File: config.mk
export PLATFORM = sky130hd
export DESIGN_NAME = best_fit_partition_allocator_top_flat
export DESIGN_NICKNAME = d
export VERILOG_FILES = /design/src/hw/rtl/bfpa_pkg.sv /design/src/hw/rtl/bfpa_if.sv /design/src/hw/rtl/bfpa_cell.sv /design/src/hw/rtl/bfpa_ctrl.sv /design/src/hw/rtl/best_fit_partition_allocator_top.sv /design/src/flat_wrapper.sv
export SDC_FILE = /design/constraint.sdc
export NUM_CORES = 1
export LEC_CHECK = 0
export CORE_MARGIN = 10
export CORE_UTILIZATION = 55
export DETAILED_ROUTE_END_ITERATION = 10
export DONT_BUFFER_PORTS = 1
export HOLD_SLACK_MARGIN = 0.06
export MAX_ROUTING_LAYER = met4
export PLACE_DENSITY = 0.68
export SETUP_SLACK_MARGIN = 0.4
export SYNTH_ARGS = -nofsm -noshare
export SYNTH_HDL_FRONTEND = slang
export SYNTH_HIERARCHICAL = 1
export SYNTH_SLANG_ARGS = --single-unit
File: constraint.sdc
create_clock -name i_clk -period 7.9 [get_ports i_clk]
set_input_delay 0 -clock i_clk [delete_from_list [all_inputs] [get_ports i_clk]]
set_output_delay 0 -clock i_clk [all_outputs]
set_load 0.02 [all_outputs]
File: src/hw/rtl/bfpa_pkg.sv
// Shared types and constants for the best-fit partition allocator.
`timescale 1ns / 1ps

package bfpa_pkg;

    localparam int CMD_W   = 1;
    localparam int IDX_W   = 4;
    localparam int SIZE_W  = 16;
    localparam int COUNT_W = 5;

    // wide enough for any cell index or count used in compares
    localparam int CMP_W   = 9;
    // staging width for size conversions between port and storage widths
    localparam int STAGE_W = 48;

    localparam logic [COUNT_W-1:0] COUNT_RESET = 5'd16;

    localparam logic [CMD_W-1:0] CMD_LOAD  = 1'b0;
    localparam logic [CMD_W-1:0] CMD_ALLOC = 1'b1;

    typedef enum logic [1:0] {
        ST_IDLE,
        ST_SCAN,
        ST_UPDATE
    } t_state;

endpackage

File: src/hw/rtl/bfpa_if.sv
// Valid/ready channel interfaces for requests and results.
`timescale 1ns / 1ps

interface bfpa_in_if;
    import bfpa_pkg::*;

    logic               valid;
    logic               ready;
    logic [CMD_W-1:0]   command;
    logic [IDX_W-1:0]   block_index;
    logic [SIZE_W-1:0]  size_value;
    logic               last_request;

    modport source (
        output valid, command, block_index, size_value, last_request,
        input  ready
    );
    modport sink (
        input  valid, command, block_index, size_value, last_request,
        output ready
    );
endinterface

interface bfpa_out_if;
    import bfpa_pkg::*;

    logic               valid;
    logic               ready;
    logic               granted;
    logic [IDX_W-1:0]   chosen_block;
    logic [SIZE_W-1:0]  space_left;
    logic               batch_done;

    modport source (
        output valid, granted, chosen_block, space_left, batch_done,
        input  ready
    );
    modport sink (
        input  valid, granted, chosen_block, space_left, batch_done,
        output ready
    );
endinterface

File: src/hw/rtl/bfpa_cell.sv
// One partition cell: holds a free-space entry and merges it into the passing best-fit token.
`timescale 1ns / 1ps

module bfpa_cell #(
    parameter int CELL_IDX  = 0,
    parameter int IDX_BITS  = 4,
    parameter int SIZE_BITS = 16
) (
    input  logic                          i_clk,
    input  logic                          i_rst_n,
    input  logic [bfpa_pkg::COUNT_W-1:0]  i_limit,
    input  logic [SIZE_BITS-1:0]          i_size,
    input  logic                          i_wr_en,
    input  logic [IDX_BITS-1:0]           i_wr_idx,
    input  logic [SIZE_BITS-1:0]          i_wr_data,
    input  logic                          i_found,
    input  logic [IDX_BITS-1:0]           i_best_idx,
    input  logic [SIZE_BITS-1:0]          i_best_val,
    output logic                          o_found,
    output logic [IDX_BITS-1:0]           o_best_idx,
    output logic [SIZE_BITS-1:0]          o_best_val
);
    import bfpa_pkg::*;

    localparam logic [IDX_BITS-1:0] MY_IDX = IDX_BITS'(CELL_IDX);

    logic [SIZE_BITS-1:0] r_value;
    logic                 r_found;
    logic [IDX_BITS-1:0]  r_best_idx;
    logic [SIZE_BITS-1:0] r_best_val;

    logic in_range;
    logic fits;
    logic take;

    assign in_range = CMP_W'(CELL_IDX) < CMP_W'(i_limit);
    assign fits     = in_range && (r_value >= i_size);
    // strict less-than keeps the lower index on a tie
    assign take     = fits && (!i_found || (r_value < i_best_val));

    always_ff @(posedge i_clk) begin
        if (!i_rst_n) begin
            r_value <= '0;
        end else if (i_wr_en && (i_wr_idx == MY_IDX)) begin
            r_value <= i_wr_data;
        end
    end

    always_ff @(posedge i_clk) begin
        if (!i_rst_n) begin
            r_found <= 1'b0;
        end else begin
            r_found <= i_found || take;
        end
    end

    always_ff @(posedge i_clk) begin
        r_best_idx <= take ? MY_IDX  : i_best_idx;
        r_best_val <= take ? r_value : i_best_val;
    end

    assign o_found    = r_found;
    assign o_best_idx = r_best_idx;
    assign o_best_val = r_best_val;

endmodule

File: src/hw/rtl/bfpa_ctrl.sv
// Sequencer: takes requests, times the scan of the cell chain, writes back and holds the result.
`timescale 1ns / 1ps

module bfpa_ctrl #(
    parameter int NUM_BLOCKS = 16,
    parameter int IDX_BITS   = 4,
    parameter int SIZE_BITS  = 16
) (
    input  logic                  i_clk,
    input  logic                  i_rst_n,
    bfpa_in_if.sink               i_in,
    bfpa_out_if.source            o_out,
    output logic [SIZE_BITS-1:0]  o_size,
    output logic                  o_wr_en,
    output logic [IDX_BITS-1:0]   o_wr_idx,
    output logic [SIZE_BITS-1:0]  o_wr_data,
    input  logic                  i_found,
    input  logic [IDX_BITS-1:0]   i_best_idx,
    input  logic [SIZE_BITS-1:0]  i_best_val
);
    import bfpa_pkg::*;

    localparam int CNT_BITS = (NUM_BLOCKS > 1) ? $clog2(NUM_BLOCKS) : 1;
    localparam logic [CNT_BITS-1:0] CNT_LAST = CNT_BITS'(NUM_BLOCKS - 1);

    t_state r_state, n_state;
    logic [CNT_BITS-1:0]  r_cnt, n_cnt;
    logic [CMD_W-1:0]     r_cmd;
    logic [IDX_W-1:0]     r_idx;
    logic [SIZE_BITS-1:0] r_size;
    logic                 r_last;

    logic                 r_out_valid, n_out_valid;
    logic                 r_out_granted, n_out_granted;
    logic [IDX_W-1:0]     r_out_chosen, n_out_chosen;
    logic [SIZE_W-1:0]    r_out_left, n_out_left;

    logic                 in_xfer;
    logic                 out_free;
    logic                 finish;
    logic                 load_ok;
    logic [SIZE_BITS-1:0] new_val;
    logic [STAGE_W-1:0]   size_stage;
    logic [STAGE_W-1:0]   req_stage;
    logic [STAGE_W-1:0]   new_stage;
    logic [CMP_W-1:0]     idx_wide;
    logic [CMP_W-1:0]     best_wide;

    assign in_xfer   = i_in.valid && i_in.ready;
    assign out_free  = !r_out_valid || o_out.ready;
    assign finish    = (r_state == ST_UPDATE) && out_free;

    assign size_stage = STAGE_W'(i_in.size_value);
    assign req_stage  = STAGE_W'(r_size);
    assign idx_wide   = CMP_W'(r_idx);
    assign best_wide  = CMP_W'(i_best_idx);
    assign load_ok    = idx_wide < CMP_W'(NUM_BLOCKS);
    assign new_val    = i_best_val - r_size;
    assign new_stage  = STAGE_W'(new_val);

    // next state
    always_comb begin
        n_state = r_state;
        n_cnt   = r_cnt;
        case (r_state)
            ST_IDLE: begin
                n_cnt = '0;
                if (in_xfer) begin
                    n_state = (i_in.command == CMD_ALLOC) ? ST_SCAN : ST_UPDATE;
                end
            end
            ST_SCAN: begin
                n_cnt = r_cnt + 1'b1;
                // last cell's token has settled once every cell has been clocked
                if (r_cnt == CNT_LAST) begin
                    n_state = ST_UPDATE;
                end
            end
            ST_UPDATE: begin
                if (out_free) begin
                    n_state = ST_IDLE;
                end
            end
            default: begin
                n_state = ST_IDLE;
            end
        endcase
    end

    // outputs
    always_comb begin
        i_in.ready    = (r_state == ST_IDLE);
        o_wr_en       = 1'b0;
        o_wr_idx      = '0;
        o_wr_data     = '0;
        n_out_valid   = r_out_valid && !o_out.ready;
        n_out_granted = r_out_granted;
        n_out_chosen  = r_out_chosen;
        n_out_left    = r_out_left;
        if (finish) begin
            n_out_valid = 1'b1;
            if (r_cmd == CMD_LOAD) begin
                o_wr_en       = load_ok;
                o_wr_idx      = idx_wide[IDX_BITS-1:0];
                o_wr_data     = r_size;
                n_out_granted = 1'b0;
                n_out_chosen  = r_idx;
                n_out_left    = load_ok ? req_stage[SIZE_W-1:0] : '0;
            end else if (i_found) begin
                o_wr_en       = 1'b1;
                o_wr_idx      = i_best_idx;
                o_wr_data     = new_val;
                n_out_granted = 1'b1;
                n_out_chosen  = best_wide[IDX_W-1:0];
                n_out_left    = new_stage[SIZE_W-1:0];
            end else begin
                n_out_granted = 1'b0;
                n_out_chosen  = '0;
                n_out_left    = '0;
            end
        end
    end

    always_ff @(posedge i_clk) begin
        if (!i_rst_n) begin
            r_state     <= ST_IDLE;
            r_cnt       <= '0;
            r_out_valid <= 1'b0;
        end else begin
            r_state     <= n_state;
            r_cnt       <= n_cnt;
            r_out_valid <= n_out_valid;
        end
    end

    always_ff @(posedge i_clk) begin
        if (in_xfer) begin
            r_cmd  <= i_in.command;
            r_idx  <= i_in.block_index;
            r_size <= size_stage[SIZE_BITS-1:0];
            r_last <= i_in.last_request;
        end
        r_out_granted <= n_out_granted;
        r_out_chosen  <= n_out_chosen;
        r_out_left    <= n_out_left;
    end

    logic r_out_last;
    always_ff @(posedge i_clk) begin
        if (finish) begin
            r_out_last <= r_last;
        end
    end

    assign o_size             = r_size;
    assign o_out.valid        = r_out_valid;
    assign o_out.granted      = r_out_granted;
    assign o_out.chosen_block = r_out_chosen;
    assign o_out.space_left   = r_out_left;
    assign o_out.batch_done   = r_out_last;

endmodule

File: src/hw/rtl/best_fit_partition_allocator_top.sv
// Top level of the best-fit partition allocator: cell chain, sequencer and count register.
//
// Usage:
//   i_in  carries one command per transfer: load (block_index, size_value) or
//         allocate (size_value). last_request is echoed as batch_done.
//   o_out returns exactly one result per command: granted, chosen_block,
//         space_left, batch_done.
//   i_cfg_wr_en / i_cfg_wr_data write block_count (partitions 0..count-1 take
//         part); write it only while no command is in flight.
// Sequence and throughput:
//   A load goes straight to write-back. For an allocation the best-fit token
//   first walks the row of cells one cell per cycle, then the winner is written
//   back; either write-back waits until the output register is free.
//   One command is processed at a time; the next is taken once the current
//   one has been written into the output register.
// Reset: every partition reads zero free space and block_count is 16.
// Stall: a result waits in the output register; a new command is still taken,
//   and its write-back waits until the held result has been transferred.
`timescale 1ns / 1ps

module best_fit_partition_allocator_top #(
    parameter int NUM_BLOCKS = 16,
    parameter int SIZE_BITS  = 16
) (
    input  logic                          i_clk,
    input  logic                          i_rst_n,
    bfpa_in_if.sink                       i_in,
    bfpa_out_if.source                    o_out,
    input  logic                          i_cfg_wr_en,
    input  logic [bfpa_pkg::COUNT_W-1:0]  i_cfg_wr_data
);
    import bfpa_pkg::*;

    localparam int IDX_BITS = (NUM_BLOCKS > 1) ? $clog2(NUM_BLOCKS) : 1;

    logic [COUNT_W-1:0]   r_block_count;
    logic [SIZE_BITS-1:0] size;
    logic                 wr_en;
    logic [IDX_BITS-1:0]  wr_idx;
    logic [SIZE_BITS-1:0] wr_data;

    logic                 tok_found [NUM_BLOCKS+1];
    logic [IDX_BITS-1:0]  tok_idx   [NUM_BLOCKS+1];
    logic [SIZE_BITS-1:0] tok_val   [NUM_BLOCKS+1];

    always_ff @(posedge i_clk) begin
        if (!i_rst_n) begin
            r_block_count <= COUNT_RESET;
        end else if (i_cfg_wr_en) begin
            r_block_count <= i_cfg_wr_data;
        end
    end

    // empty token enters the head of the chain
    assign tok_found[0] = 1'b0;
    assign tok_idx[0]   = '0;
    assign tok_val[0]   = '0;

    for (genvar g = 0; g < NUM_BLOCKS; g++) begin : g_cell
        bfpa_cell #(
            .CELL_IDX  (g),
            .IDX_BITS  (IDX_BITS),
            .SIZE_BITS (SIZE_BITS)
        ) u_cell (
            .i_clk      (i_clk),
            .i_rst_n    (i_rst_n),
            .i_limit    (r_block_count),
            .i_size     (size),
            .i_wr_en    (wr_en),
            .i_wr_idx   (wr_idx),
            .i_wr_data  (wr_data),
            .i_found    (tok_found[g]),
            .i_best_idx (tok_idx[g]),
            .i_best_val (tok_val[g]),
            .o_found    (tok_found[g+1]),
            .o_best_idx (tok_idx[g+1]),
            .o_best_val (tok_val[g+1])
        );
    end

    bfpa_ctrl #(
        .NUM_BLOCKS (NUM_BLOCKS),
        .IDX_BITS   (IDX_BITS),
        .SIZE_BITS  (SIZE_BITS)
    ) u_ctrl (
        .i_clk      (i_clk),
        .i_rst_n    (i_rst_n),
        .i_in       (i_in),
        .o_out      (o_out),
        .o_size     (size),
        .o_wr_en    (wr_en),
        .o_wr_idx   (wr_idx),
        .o_wr_data  (wr_data),
        .i_found    (tok_found[NUM_BLOCKS]),
        .i_best_idx (tok_idx[NUM_BLOCKS]),
        .i_best_val (tok_val[NUM_BLOCKS])
    );

endmodule

File: src/flat_wrapper.sv
// flat-port wrapper written by rule: the top's interface ports become plain ports
module best_fit_partition_allocator_top_flat import bfpa_pkg::*;
#(
    parameter int NUM_BLOCKS = 16,
    parameter int SIZE_BITS  = 16
)
  (i_clk, i_rst_n, i_cfg_wr_en, i_cfg_wr_data, i_in_valid, i_in_command, i_in_block_index, i_in_size_value, i_in_last_request, i_in_ready, o_out_valid, o_out_granted, o_out_chosen_block, o_out_space_left, o_out_batch_done, o_out_ready);
  bfpa_in_if i_in_i ();
  bfpa_out_if o_out_i ();
  input  logic i_clk;
  input  logic i_rst_n;
  input  logic i_cfg_wr_en;
  input  logic [bfpa_pkg::COUNT_W-1:0] i_cfg_wr_data;
  input wire logic [$bits(i_in_i.valid)-1:0] i_in_valid;
  input wire logic [$bits(i_in_i.command)-1:0] i_in_command;
  input wire logic [$bits(i_in_i.block_index)-1:0] i_in_block_index;
  input wire logic [$bits(i_in_i.size_value)-1:0] i_in_size_value;
  input wire logic [$bits(i_in_i.last_request)-1:0] i_in_last_request;
  output wire logic [$bits(i_in_i.ready)-1:0] i_in_ready;
  output wire logic [$bits(o_out_i.valid)-1:0] o_out_valid;
  output wire logic [$bits(o_out_i.granted)-1:0] o_out_granted;
  output wire logic [$bits(o_out_i.chosen_block)-1:0] o_out_chosen_block;
  output wire logic [$bits(o_out_i.space_left)-1:0] o_out_space_left;
  output wire logic [$bits(o_out_i.batch_done)-1:0] o_out_batch_done;
  input wire logic [$bits(o_out_i.ready)-1:0] o_out_ready;
  assign i_in_i.valid = i_in_valid;
  assign i_in_i.command = i_in_command;
  assign i_in_i.block_index = i_in_block_index;
  assign i_in_i.size_value = i_in_size_value;
  assign i_in_i.last_request = i_in_last_request;
  assign i_in_ready = i_in_i.ready;
  assign o_out_valid = o_out_i.valid;
  assign o_out_granted = o_out_i.granted;
  assign o_out_chosen_block = o_out_i.chosen_block;
  assign o_out_space_left = o_out_i.space_left;
  assign o_out_batch_done = o_out_i.batch_done;
  assign o_out_i.ready = o_out_ready;
  best_fit_partition_allocator_top #(.NUM_BLOCKS(NUM_BLOCKS), .SIZE_BITS(SIZE_BITS)) u_core (.i_clk(i_clk), .i_rst_n(i_rst_n), .i_in(i_in_i), .o_out(o_out_i), .i_cfg_wr_en(i_cfg_wr_en), .i_cfg_wr_data(i_cfg_wr_data));
endmodule
# After elaboration in Yosys (flattened, before gate mapping)
# Index checks and enable logic that the tools add are counted.
# word_totals
register_bits	633
input_bits	32
# classes
eq_ne	21
muxes	33
reduce_logical	102
magnitude_cmp	48
add_sub_neg	2
# ops
cell	n
$mux W16	20
$ge A16 B16 Y1	16
$lt A16 B16 Y1	15
$logic_and A1 B1 Y1	50
$lt A4 B5 Y1 const A	8
$eq A4 B4 Y1 const B	9
$logic_or A1 B1 Y1	31
$lt A3 B5 Y1 const A	4
$logic_not A1 Y1	17
$eq A4 B3 Y1 const B	4
$sub A16 B16 Y16	1
$mux W4	3
$lt A1 B5 Y1 const A	2
$lt A2 B5 Y1 const A	2
$eq A4 B2 Y1 const B	2
$mux W2	4
$pmux W4 S2	1
$pmux W2 S3	1
$lt A4 B5 Y1 const B	1
$add A4 B1 Y4 const B	1
$eq A4 B1 Y1 const B	1
$logic_not A4 Y1	1
$mux W1	4
$ne A2 B2 Y1 const B	2
6 further kinds	6

# Longest topological paths before layout
# Gate-level depths: netlist of the first run.
# depth
word_depth	6
ltp_mapped	11
depth_no_buf	11

# Cells and area by module
# The synthesis of the first run kept the hierarchy.
# by_module_without_submodules
module	area_per_inst_um2	instances	cells_each
bfpa_ctrl	2879.0	1	273
bfpa_cell (u_core.g_cell[9].u_cell)	2144.6	1	210
bfpa_cell (u_core.g_cell[11].u_cell)	2138.3	1	209
bfpa_cell (u_core.g_cell[7].u_cell)	2137.0	1	209
bfpa_cell (u_core.g_cell[2].u_cell)	2135.8	1	213
bfpa_cell (u_core.g_cell[10].u_cell)	2133.3	1	211
bfpa_cell (u_core.g_cell[6].u_cell)	2128.3	1	210
bfpa_cell (u_core.g_cell[14].u_cell)	2125.8	1	210
bfpa_cell (u_core.g_cell[12].u_cell)	2124.5	1	230
bfpa_cell (u_core.g_cell[15].u_cell)	2124.5	1	210
bfpa_cell (u_core.g_cell[8].u_cell)	2122.0	1	230
bfpa_cell (u_core.g_cell[4].u_cell)	2120.8	1	231
bfpa_cell (u_core.g_cell[13].u_cell)	2118.3	1	208
bfpa_cell (u_core.g_cell[1].u_cell)	2099.5	1	208
+4 rows	n/a	n/a	n/a

# Least setup slack after synthesis of the first run
# No wires, ideal clock.
# synth_timing
path_kind	flip-flop to flip-flop
start	register u_core.u_ctrl.r_state[0]
end	register u_core.g_cell[13].u_cell.r_value[6]
path_stages_with_launch	11
path_slack_ns	4.620
arrival_time_ns	3.162
required_ns	7.782
synth_period_minus_slack_ns	3.280
cell_sequence	dfxtp_1 -> clkbuf_1 -> nand2b_1 -> nand2b_1 -> inv_1 -> o21a_1 -> nand4_1 -> nor2_1 -> clkbuf_1 -> mux2i_1 -> nor2b_1
# synth_via
word_cells_on_any_way	7
classes_between	eq/ne: 2; mux: 3; reduce/logical: 2
# synth_rtl
element	line_no	source
start: declaration	bfpa_ctrl.sv:26	t_state r_state, n_state;
start signal: assignment	bfpa_ctrl.sv:130	r_state <= n_state;
$eq A2 B2 Y1	bfpa_ctrl.sv:51	assign finish = (r_state == ST_UPDATE) && out_free;
$logic_and A1 B1 Y1	bfpa_ctrl.sv:51	
via u_core.u_ctrl.finish	bfpa_ctrl.sv:40	logic finish;
$mux W1	bfpa_ctrl.sv:100	if (finish) begin
via u_core.wr_en	best_fit_partition_allocator_top.sv:38	logic wr_en;
$logic_and A1 B1 Y1	bfpa_cell.sv:44	end else if (i_wr_en && (i_wr_idx == MY_IDX)) begin
end signal: assignment	bfpa_cell.sv:45	r_value <= i_wr_data;
end: declaration	bfpa_cell.sv:27	logic [SIZE_BITS-1:0] r_value;
# The timed path passes the listed nets, and every way through them passes these cells.
# A chain may end at the register's enable or synchronous reset.

# Final worst setup path of the first run
# layout_timing
start	register u_core.u_ctrl.r_size[3], in the netlist u_core/u_ctrl/o_size[3]
end	register u_core.g_cell[0].u_cell.r_value[15]
# layout_via
elab_chain_cells	4
# layout_lines
element	line_no	source
start: declaration	bfpa_ctrl.sv:30	logic [SIZE_BITS-1:0] r_size;
start signal: assignment	bfpa_ctrl.sv:140	r_size <= size_stage[SIZE_BITS-1:0];
$sub A16 B16 Y16	bfpa_ctrl.sv:58	assign new_val = i_best_val - r_size;
$mux W16	bfpa_ctrl.sv:109	end else if (i_found) begin
$mux W16	bfpa_ctrl.sv:102	if (r_cmd == CMD_LOAD) begin
$mux W16	bfpa_ctrl.sv:100	
via u_core.wr_data[15]	best_fit_partition_allocator_top.sv:40	logic [SIZE_BITS-1:0] wr_data;
end signal: assignment	bfpa_cell.sv:45	
end: declaration	bfpa_cell.sv:27	
# The timed path passes the listed nets, and every way through them passes these cells.

==> impl_metrics.env, run 1 <==
export IMPL_drv_slew=0
export IMPL_critPathKind="reg2reg"
export IMPL_setup_viol=0
export IMPL_power_density_nw_per_um2=186
export IMPL_ys_types=79
export IMPL_syn_avg_cell_area_um2=9.93
export IMPL_grt_start_max_net_pins=285
export IMPL_numPortBuffers=0
export IMPL_htreeDepth=3
export IMPL_fill_cells=5510
export IMPL_power_frac_seq=0.460
export IMPL_switchingPower_w=0.00182
export IMPL_tns_ns=0
export IMPL_dr_total_vias=26100
export IMPL_drive_above_1_share=0.127
export IMPL_intPower_w=0.00578
export IMPL_gp_congestion=0.892
export IMPL_initial_core_util=0.558
export IMPL_p_leak_nw=19.9
export IMPL_pre_cts_ws_ns=3.90
export IMPL_fin_ws_ns=3.80
export IMPL_ir_drop_mv=0.178
export IMPL_cp_end_kind="register"
export IMPL_rsz0062_at_grt="no"
export IMPL_period_minus_slack_ns=4.10
export IMPL_r2r_end="u_core/g_cell[0].u_cell/r_value[15]"
export IMPL_postPlaceCellArea_um2=37900
export IMPL_final_hold_viol_count=0
export IMPL_seqCellArea_um2=13400
export IMPL_std_cell_rows=94
export IMPL_post_cts_repair_setup_buffers=0
export IMPL_dr_pass1_iters=5
export IMPL_ant_nets=0
export IMPL_syn_area_um2=36900
export IMPL_cts_sinks=648
export IMPL_cp_max_fo=17
export IMPL_hold_path_end="u_core/u_ctrl/r_cmd"
export IMPL_cts_buffer_depth=3
export IMPL_drtIter0Drc=1701
export IMPL_track_usage=0.250
export IMPL_min_path_cells=1
export IMPL_reg2reg_depth=9
export IMPL_outcome="complete, no violations"
export IMPL_die_area_um2=77800
export IMPL_gr_total_overflow=0
export IMPL_cts_buffers=72
export IMPL_first_global_vias=25400
export IMPL_nNetsFinal=4388
export IMPL_wire_per_inst_um=20.1
export IMPL_clock_latency_ns=0.62
export IMPL_routed_wl_mm=95.8
export IMPL_async_flop_share=0
export IMPL_finalCritPeriodShare=0.519
export IMPL_min_from="i_in_command"
export IMPL_fp_dieH_um=279
export IMPL_clock_skew_ns=0.0214
export IMPL_final_cell_area_um2=40900
export IMPL_fmax_ghz=0.244
export IMPL_switching_share=0.240
export IMPL_clk_pin_slew_ns=0.06
export IMPL_synth_edf_count=44
export IMPL_ys_seq_area_frac=0.364
export IMPL_vias_per_cell=5.48
export IMPL_power_frac_comb=0.083
export IMPL_synth_ff_type="dfxtp_1"
export IMPL_critPathRequiredTime_ns=8.43
export IMPL_ys_ff_latch=648
export IMPL_antenna_found_initial=3
export IMPL_remaining_drc_errors=0
export IMPL_worst_slew_pin_transition_ns=1.23
export IMPL_multi_input_area_um2=21100
export IMPL_design_core_area_um2=66100
export IMPL_slew_headroom=0.182
export IMPL_startpoint_type="register"
export IMPL_ys_warn_count=6
export IMPL_crit_arrival_ns=4.63
export IMPL_cts_tree="built"
export IMPL_cts_root_buf="clkbuf_16"
export IMPL_hpwl_mm=64.4
export IMPL_hold_class="in2reg"
export IMPL_area_growth_pct=11.0
export IMPL_die_w_um=279
export IMPL_maxCapViolations=0
export IMPL_grt_pass1_wl_mm=148
export IMPL_r2r_start="u_core/u_ctrl/o_size[3]"
export IMPL_syn_inst=3716
export IMPL_n_antenna_cell=0
export IMPL_io_pins=56
export IMPL_power_frac_clock=0.456
export IMPL_rrSetupSlack_ns=3.80
==> area by class of cell <==
class / instances / share of cell area
multi-input cells: 2490 / 0.515
flip-flops and latches: 648 / 0.328
clock buffers: 99 / 0.0507
inverters: 534 / 0.0490
well taps: 864 / 0.0264
repair buffers: 96 / 0.0216
clock inverters: 32 / 0.00953
==> flip-flops by register name, summed over array words and instances, names as in the netlist, 4 cells and up <==
register and flops:
u_core/g_cell.u_cell/o_best_idx 64, u_core/g_cell.u_cell/o_best_val 256, u_core/g_cell.u_cell/o_found 16, u_core/g_cell.u_cell/r_value 256
u_core/r_block_count 5, u_core/u_ctrl/o_out.chosen_block 4, u_core/u_ctrl/o_out.space_left 16, u_core/u_ctrl/o_size 16
u_core/u_ctrl/r_cnt 4, u_core/u_ctrl/r_idx 4
==> layer usage <==
metal	track usage	vias to the layer above	wire length, um
met1	0.309	12400	42500
li1	-	13000	-
met5	-	-	0
met2	0.415	565	45500
met3	0.0425	161	5000
met4	0.0744	0	2750
==> logic make-up after synthesis <==
kind of cell / share of synthesized area
compound gates: 0.111
flops: 0.364
mux: 0.155
other cells: 0.000102
buf+inv: 0.0698
simple gates: 0.124
xor+xnor: 0.00214
fa+ha+maj: 0.175
==> Yosys cell counts (all sizes together), types with 11 or more instances <==
master   instances  area share
dfxtp          604        0.33
or3             14      0.0024
and2            34      0.0058
or2             12      0.0020
nand3           63      0.0098
buf             44       0.012
nand2b          67       0.012
nor3            25      0.0034
nor2            57      0.0059
a2111o          11      0.0034
mux2           254        0.10
a211oi          23      0.0047
a21oi          209       0.029
o211ai          13      0.0028
ha             513        0.17
o21a            40      0.0081
nand4           42      0.0071
edfxtp          44       0.036
nand2          274       0.028
a21o            23      0.0047
nor2b          234       0.040
o21ai          117       0.016
clkbuf          38      0.0039
mux2i          202       0.055
a31oi           16      0.0027
a22o            11      0.0026
inv            534       0.054
a21boi          71       0.014
a2111oi         16      0.0057
==> power by group through the flow <==
| stage | sequential (W) | combinational [W] | clock, W |
|---|---|---|---|
| after floorplan | 0.00354 | 0.000419 | 0 |
| after CTS | 0.00350 | 0.000629 | 0.00353 |
| after global placement | 0.00357 | 0.000565 | 0 |
| after detailed placement | 0.00357 | 0.000575 | 0 |
| after global routing | 0.00351 | 0.000703 | 0.00367 |
| final | 0.00350 | 0.000635 | 0.00347 |
==> cells in the final DEF (no fill, tap or decap), types with 11 or more instances in the layout <==
cell type,netlist,routed
a2111o_1,11,11
a211oi_1,23,23
a21boi_0,68,68
a21o_1,23,23
a21oi_1,207,205
a31oi_1,16,15
and2_1,32,31
buf_4,1,37
clkbuf_1,38,11
clkbuf_16,0,73
clkbuf_8,0,15
clkinv_2,0,15
conb_1,1,39
dfxtp_1,604,604
dlygate4sd3_1,0,58
edfxtp_1,44,44
ha_1,513,513
inv_1,534,534
mux2_2,32,32
mux2_4,222,222
mux2i_1,202,202
nand2_1,273,273
nand2b_1,64,64
nand3_1,54,54
nand4_1,42,42
nor2_1,56,50
nor2b_1,234,231
nor3_1,25,25
o211ai_1,12,12
o21a_1,40,40
o21ai_0,114,114
or2_2,12,12
or3_1,14,14
==> worst max path at each step <==
stage,startpoint,end,slack [ns],depth (start not counted)
2_1_floorplan,u_core/u_ctrl/r_state[0],u_core/g_cell[13].u_cell/r_value[6],4.62,10
5_1_grt,u_core/u_ctrl/o_size[3],u_core/g_cell[10].u_cell/r_value[15],3.61,9
6_report,u_core/u_ctrl/o_size[3],u_core/g_cell[0].u_cell/r_value[15],3.80,9
3_5_place_dp,u_core/u_ctrl/o_size[3],u_core/g_cell[5].u_cell/r_value[15],3.90,9
4_1_cts,u_core/u_ctrl/o_size[3],u_core/g_cell[5].u_cell/r_value[15],3.89,9
3_3_place_gp,u_core/u_ctrl/o_size[3],u_core/g_cell[1].u_cell/r_value[15],4.02,9
==> repair_timing <==
action,4_1_cts,5_1_grt
resized for setup,0,0
hold endpoints to repair,306,5
hold buffers,58,1
==> worst max-delay path: stages (launching register included) <==
cell	delay, ns
edfxtp_1	1.06
inv_1	0.15
ha_1	0.43
o2111ai_1	0.25
a2111o_1	0.53
a21oi_2	0.17
mux2i_1	0.23
and2_1	0.85
nand2_1	0.13
a21boi_0	0.22
==> stage by stage <==
step	cells	power, W	hold WS, ns	util
floorplan	3754	0.00396	0.0619	-
global placement	4573	0.00413	0.0990	0.573
detailed placement	4573	0.00414	0.0989	0.573
CTS	4762	0.00766	0.0645	0.619
global route	4763	0.00788	0.0897	0.619
finish	4763	0.00761	0.113	0.619
(Power assumes the default switching activity.)
==> inputs of run 2 (changes only) <==
Clock period 7.9 ns to 4.1 ns, I/O delays scaled along.
==> impl_metrics.env, run 2 (synthesis gave the netlist of run 1 again) <==
export IMPL_htreeDepth=3
export IMPL_gp_congestion=0.910
export IMPL_slew_headroom=0.241
export IMPL_intPower_w=0.0110
export IMPL_p_leak_nw=20.0
export IMPL_r2r_start="u_core/u_ctrl/o_size[8]"
export IMPL_die_w_um=279
export IMPL_first_global_vias=25800
export IMPL_ant_nets=0
export IMPL_nNetsFinal=4430
export IMPL_startpoint_type="register"
export IMPL_hold_class="in2reg"
export IMPL_rrSetupSlack_ns=0.59
export IMPL_path_cells="buf_4, inv_1, ha_1, and4_1, nand2_1, or4_1, a31oi_1, o311a_2, mux2_2"
export IMPL_track_usage=0.250
export IMPL_routed_wl_mm=95.6
export IMPL_antenna_found_initial=3
export IMPL_critPathRequiredTime_ns=4.60
export IMPL_finalCritPeriodShare=0.856
export IMPL_critPathKind="reg2reg"
export IMPL_initial_core_util=0.558
export IMPL_cts_sinks=648
export IMPL_drive_above_1_share=0.133
export IMPL_numPortBuffers=0
export IMPL_cp_end_kind="register"
export IMPL_cts_root_buf="clkbuf_16"
export IMPL_die_area_um2=77800
export IMPL_design_core_area_um2=66100
export IMPL_cts_tree="built"
export IMPL_dr_pass1_iters=5
export IMPL_clk_pin_slew_ns=0.06
export IMPL_final_hold_viol_count=0
export IMPL_worst_path_buf_inv=2
export IMPL_rsz0062_at_grt="no"
export IMPL_startpoint="u_core/u_ctrl/o_size[8]"
export IMPL_power_frac_comb=0.086
export IMPL_clock_skew_ns=0.0231
export IMPL_final_common_cell="dfxtp_1"
export IMPL_grt_pass1_wl_mm=149
export IMPL_hpwl_mm=67.2
export IMPL_mostFrequentLayoutCells="dfxtp_1 (604), inv_1 (534), ha_1 (513)"
export IMPL_grt_start_max_net_pins=285
export IMPL_vias_per_cell=5.46
export IMPL_fmax_ghz=0.285
export IMPL_switching_share=0.239
export IMPL_power_frac_clock=0.447
export IMPL_cts_buffer_depth=3
export IMPL_dr_total_vias=26200
export IMPL_outcome="complete, no violations"
export IMPL_gr_total_overflow=0
export IMPL_cp_max_fo=20
export IMPL_hold_ws_ns=0.109
export IMPL_slowest_stage="edfxtp_1"
export IMPL_fp_dieH_um=279
export IMPL_setup_viol=0
export IMPL_wire_per_inst_um=19.9
export IMPL_cts_buffers=73
export IMPL_min_from="i_in_command"
export IMPL_cp_slowest_stage_delay_ns=0.79
export IMPL_worst_slew_pin_transition_ns=1.14
export IMPL_power_density_nw_per_um2=351
export IMPL_maxCapViolations=0
export IMPL_std_cell_rows=94
export IMPL_power_frac_seq=0.467
export IMPL_io_pins=56
export IMPL_drtIter0Drc=1670
export IMPL_fill_cells=5502
export IMPL_cpLargestDelayFamily="flip-flops"
export IMPL_clock_latency_ns=0.62
export IMPL_drv_slew=0
export IMPL_ir_drop_mv=0.386
export IMPL_period_minus_slack_ns=3.51
export IMPL_area_growth_pct=11.5
export IMPL_tns_ns=0
export IMPL_remaining_drc_errors=0
export IMPL_switchingPower_w=0.00346
export IMPL_crit_arrival_ns=4.01
run 2: changes by cell type in the layout (fill, tap and decap cells not counted), sizes merged, moves of 2 or more:
cell,before,now
inv,538,536
clkinv,18,12
dlygate4sd3,58,56
bufinv,7,5
buf,38,81
clkbuf,99,105
run 2: layer usage:
| layer | vias to the layer above | track usage | wire, um |
|---|---|---|---|
| met5 | - | - | 0 |
| met4 | 0 | 0.0910 | 3500 |
| met3 | 204 | 0.0289 | 3830 |
| met2 | 575 | 0.419 | 45500 |
| met1 | 12300 | 0.308 | 42700 |
| li1 | 13100 | - | - |
run 2: timing repair:
item                                    in CTS  in global routing
endpoints found under the setup margin       0                 16
hold endpoints to repair                   306                  0
resized for setup                            0                  1
setup buffers                                0                  0
hold buffers                                57                  0
run 2: stage by stage:
step	total power, W	worst slack [ns]	std cells	util	cell area [um^2]
global route	0.0149	0.418	4799	0.622	41100
detailed placement	0.00800	0.611	4616	0.578	38200
finish	0.0144	0.592	4800	0.622	41100
global placement	0.00798	0.710	4616	0.578	38200
floorplan	0.00763	0.820	3754	-	37000
CTS	0.0145	0.597	4799	0.622	41100
run 2: path summary, 6_finish.rpt:
kind,end,cells after the start
worst max register to register,u_core/g_cell[3].u_cell/o_best_val[1],9
worst min-delay path,u_core/u_ctrl/r_cmd,1
worst max-delay path,u_core/g_cell[3].u_cell/o_best_val[1],9
worst min register to register,u_core/g_cell[9].u_cell/o_best_idx[3],1
run 2: cell type report:
class	instances	area, um^2	area share
clock buffer	105	2090	0.0508
timing repair buffer	137	1190	0.0289
multi-input combinational	2490	21100	0.513
tap	864	1080	0.0263
inverter	534	2000	0.0487
antenna	1	2.50	0.0000608
sequential	648	13400	0.326
clock inverter	21	254	0.00618
run 2: power groups by stage:
| stage | clock [W] | sequential [W] | combinational (W) |
|---|---|---|---|
| 6_report | 0.00646 | 0.00675 | 0.00124 |
| 3_3_place_gp | 0 | 0.00688 | 0.00109 |
| 2_1_floorplan | 0 | 0.00683 | 0.000807 |
| 3_5_place_dp | 0 | 0.00688 | 0.00112 |
| 5_1_grt | 0.00680 | 0.00676 | 0.00137 |
| 4_1_cts | 0.00656 | 0.00675 | 0.00123 |
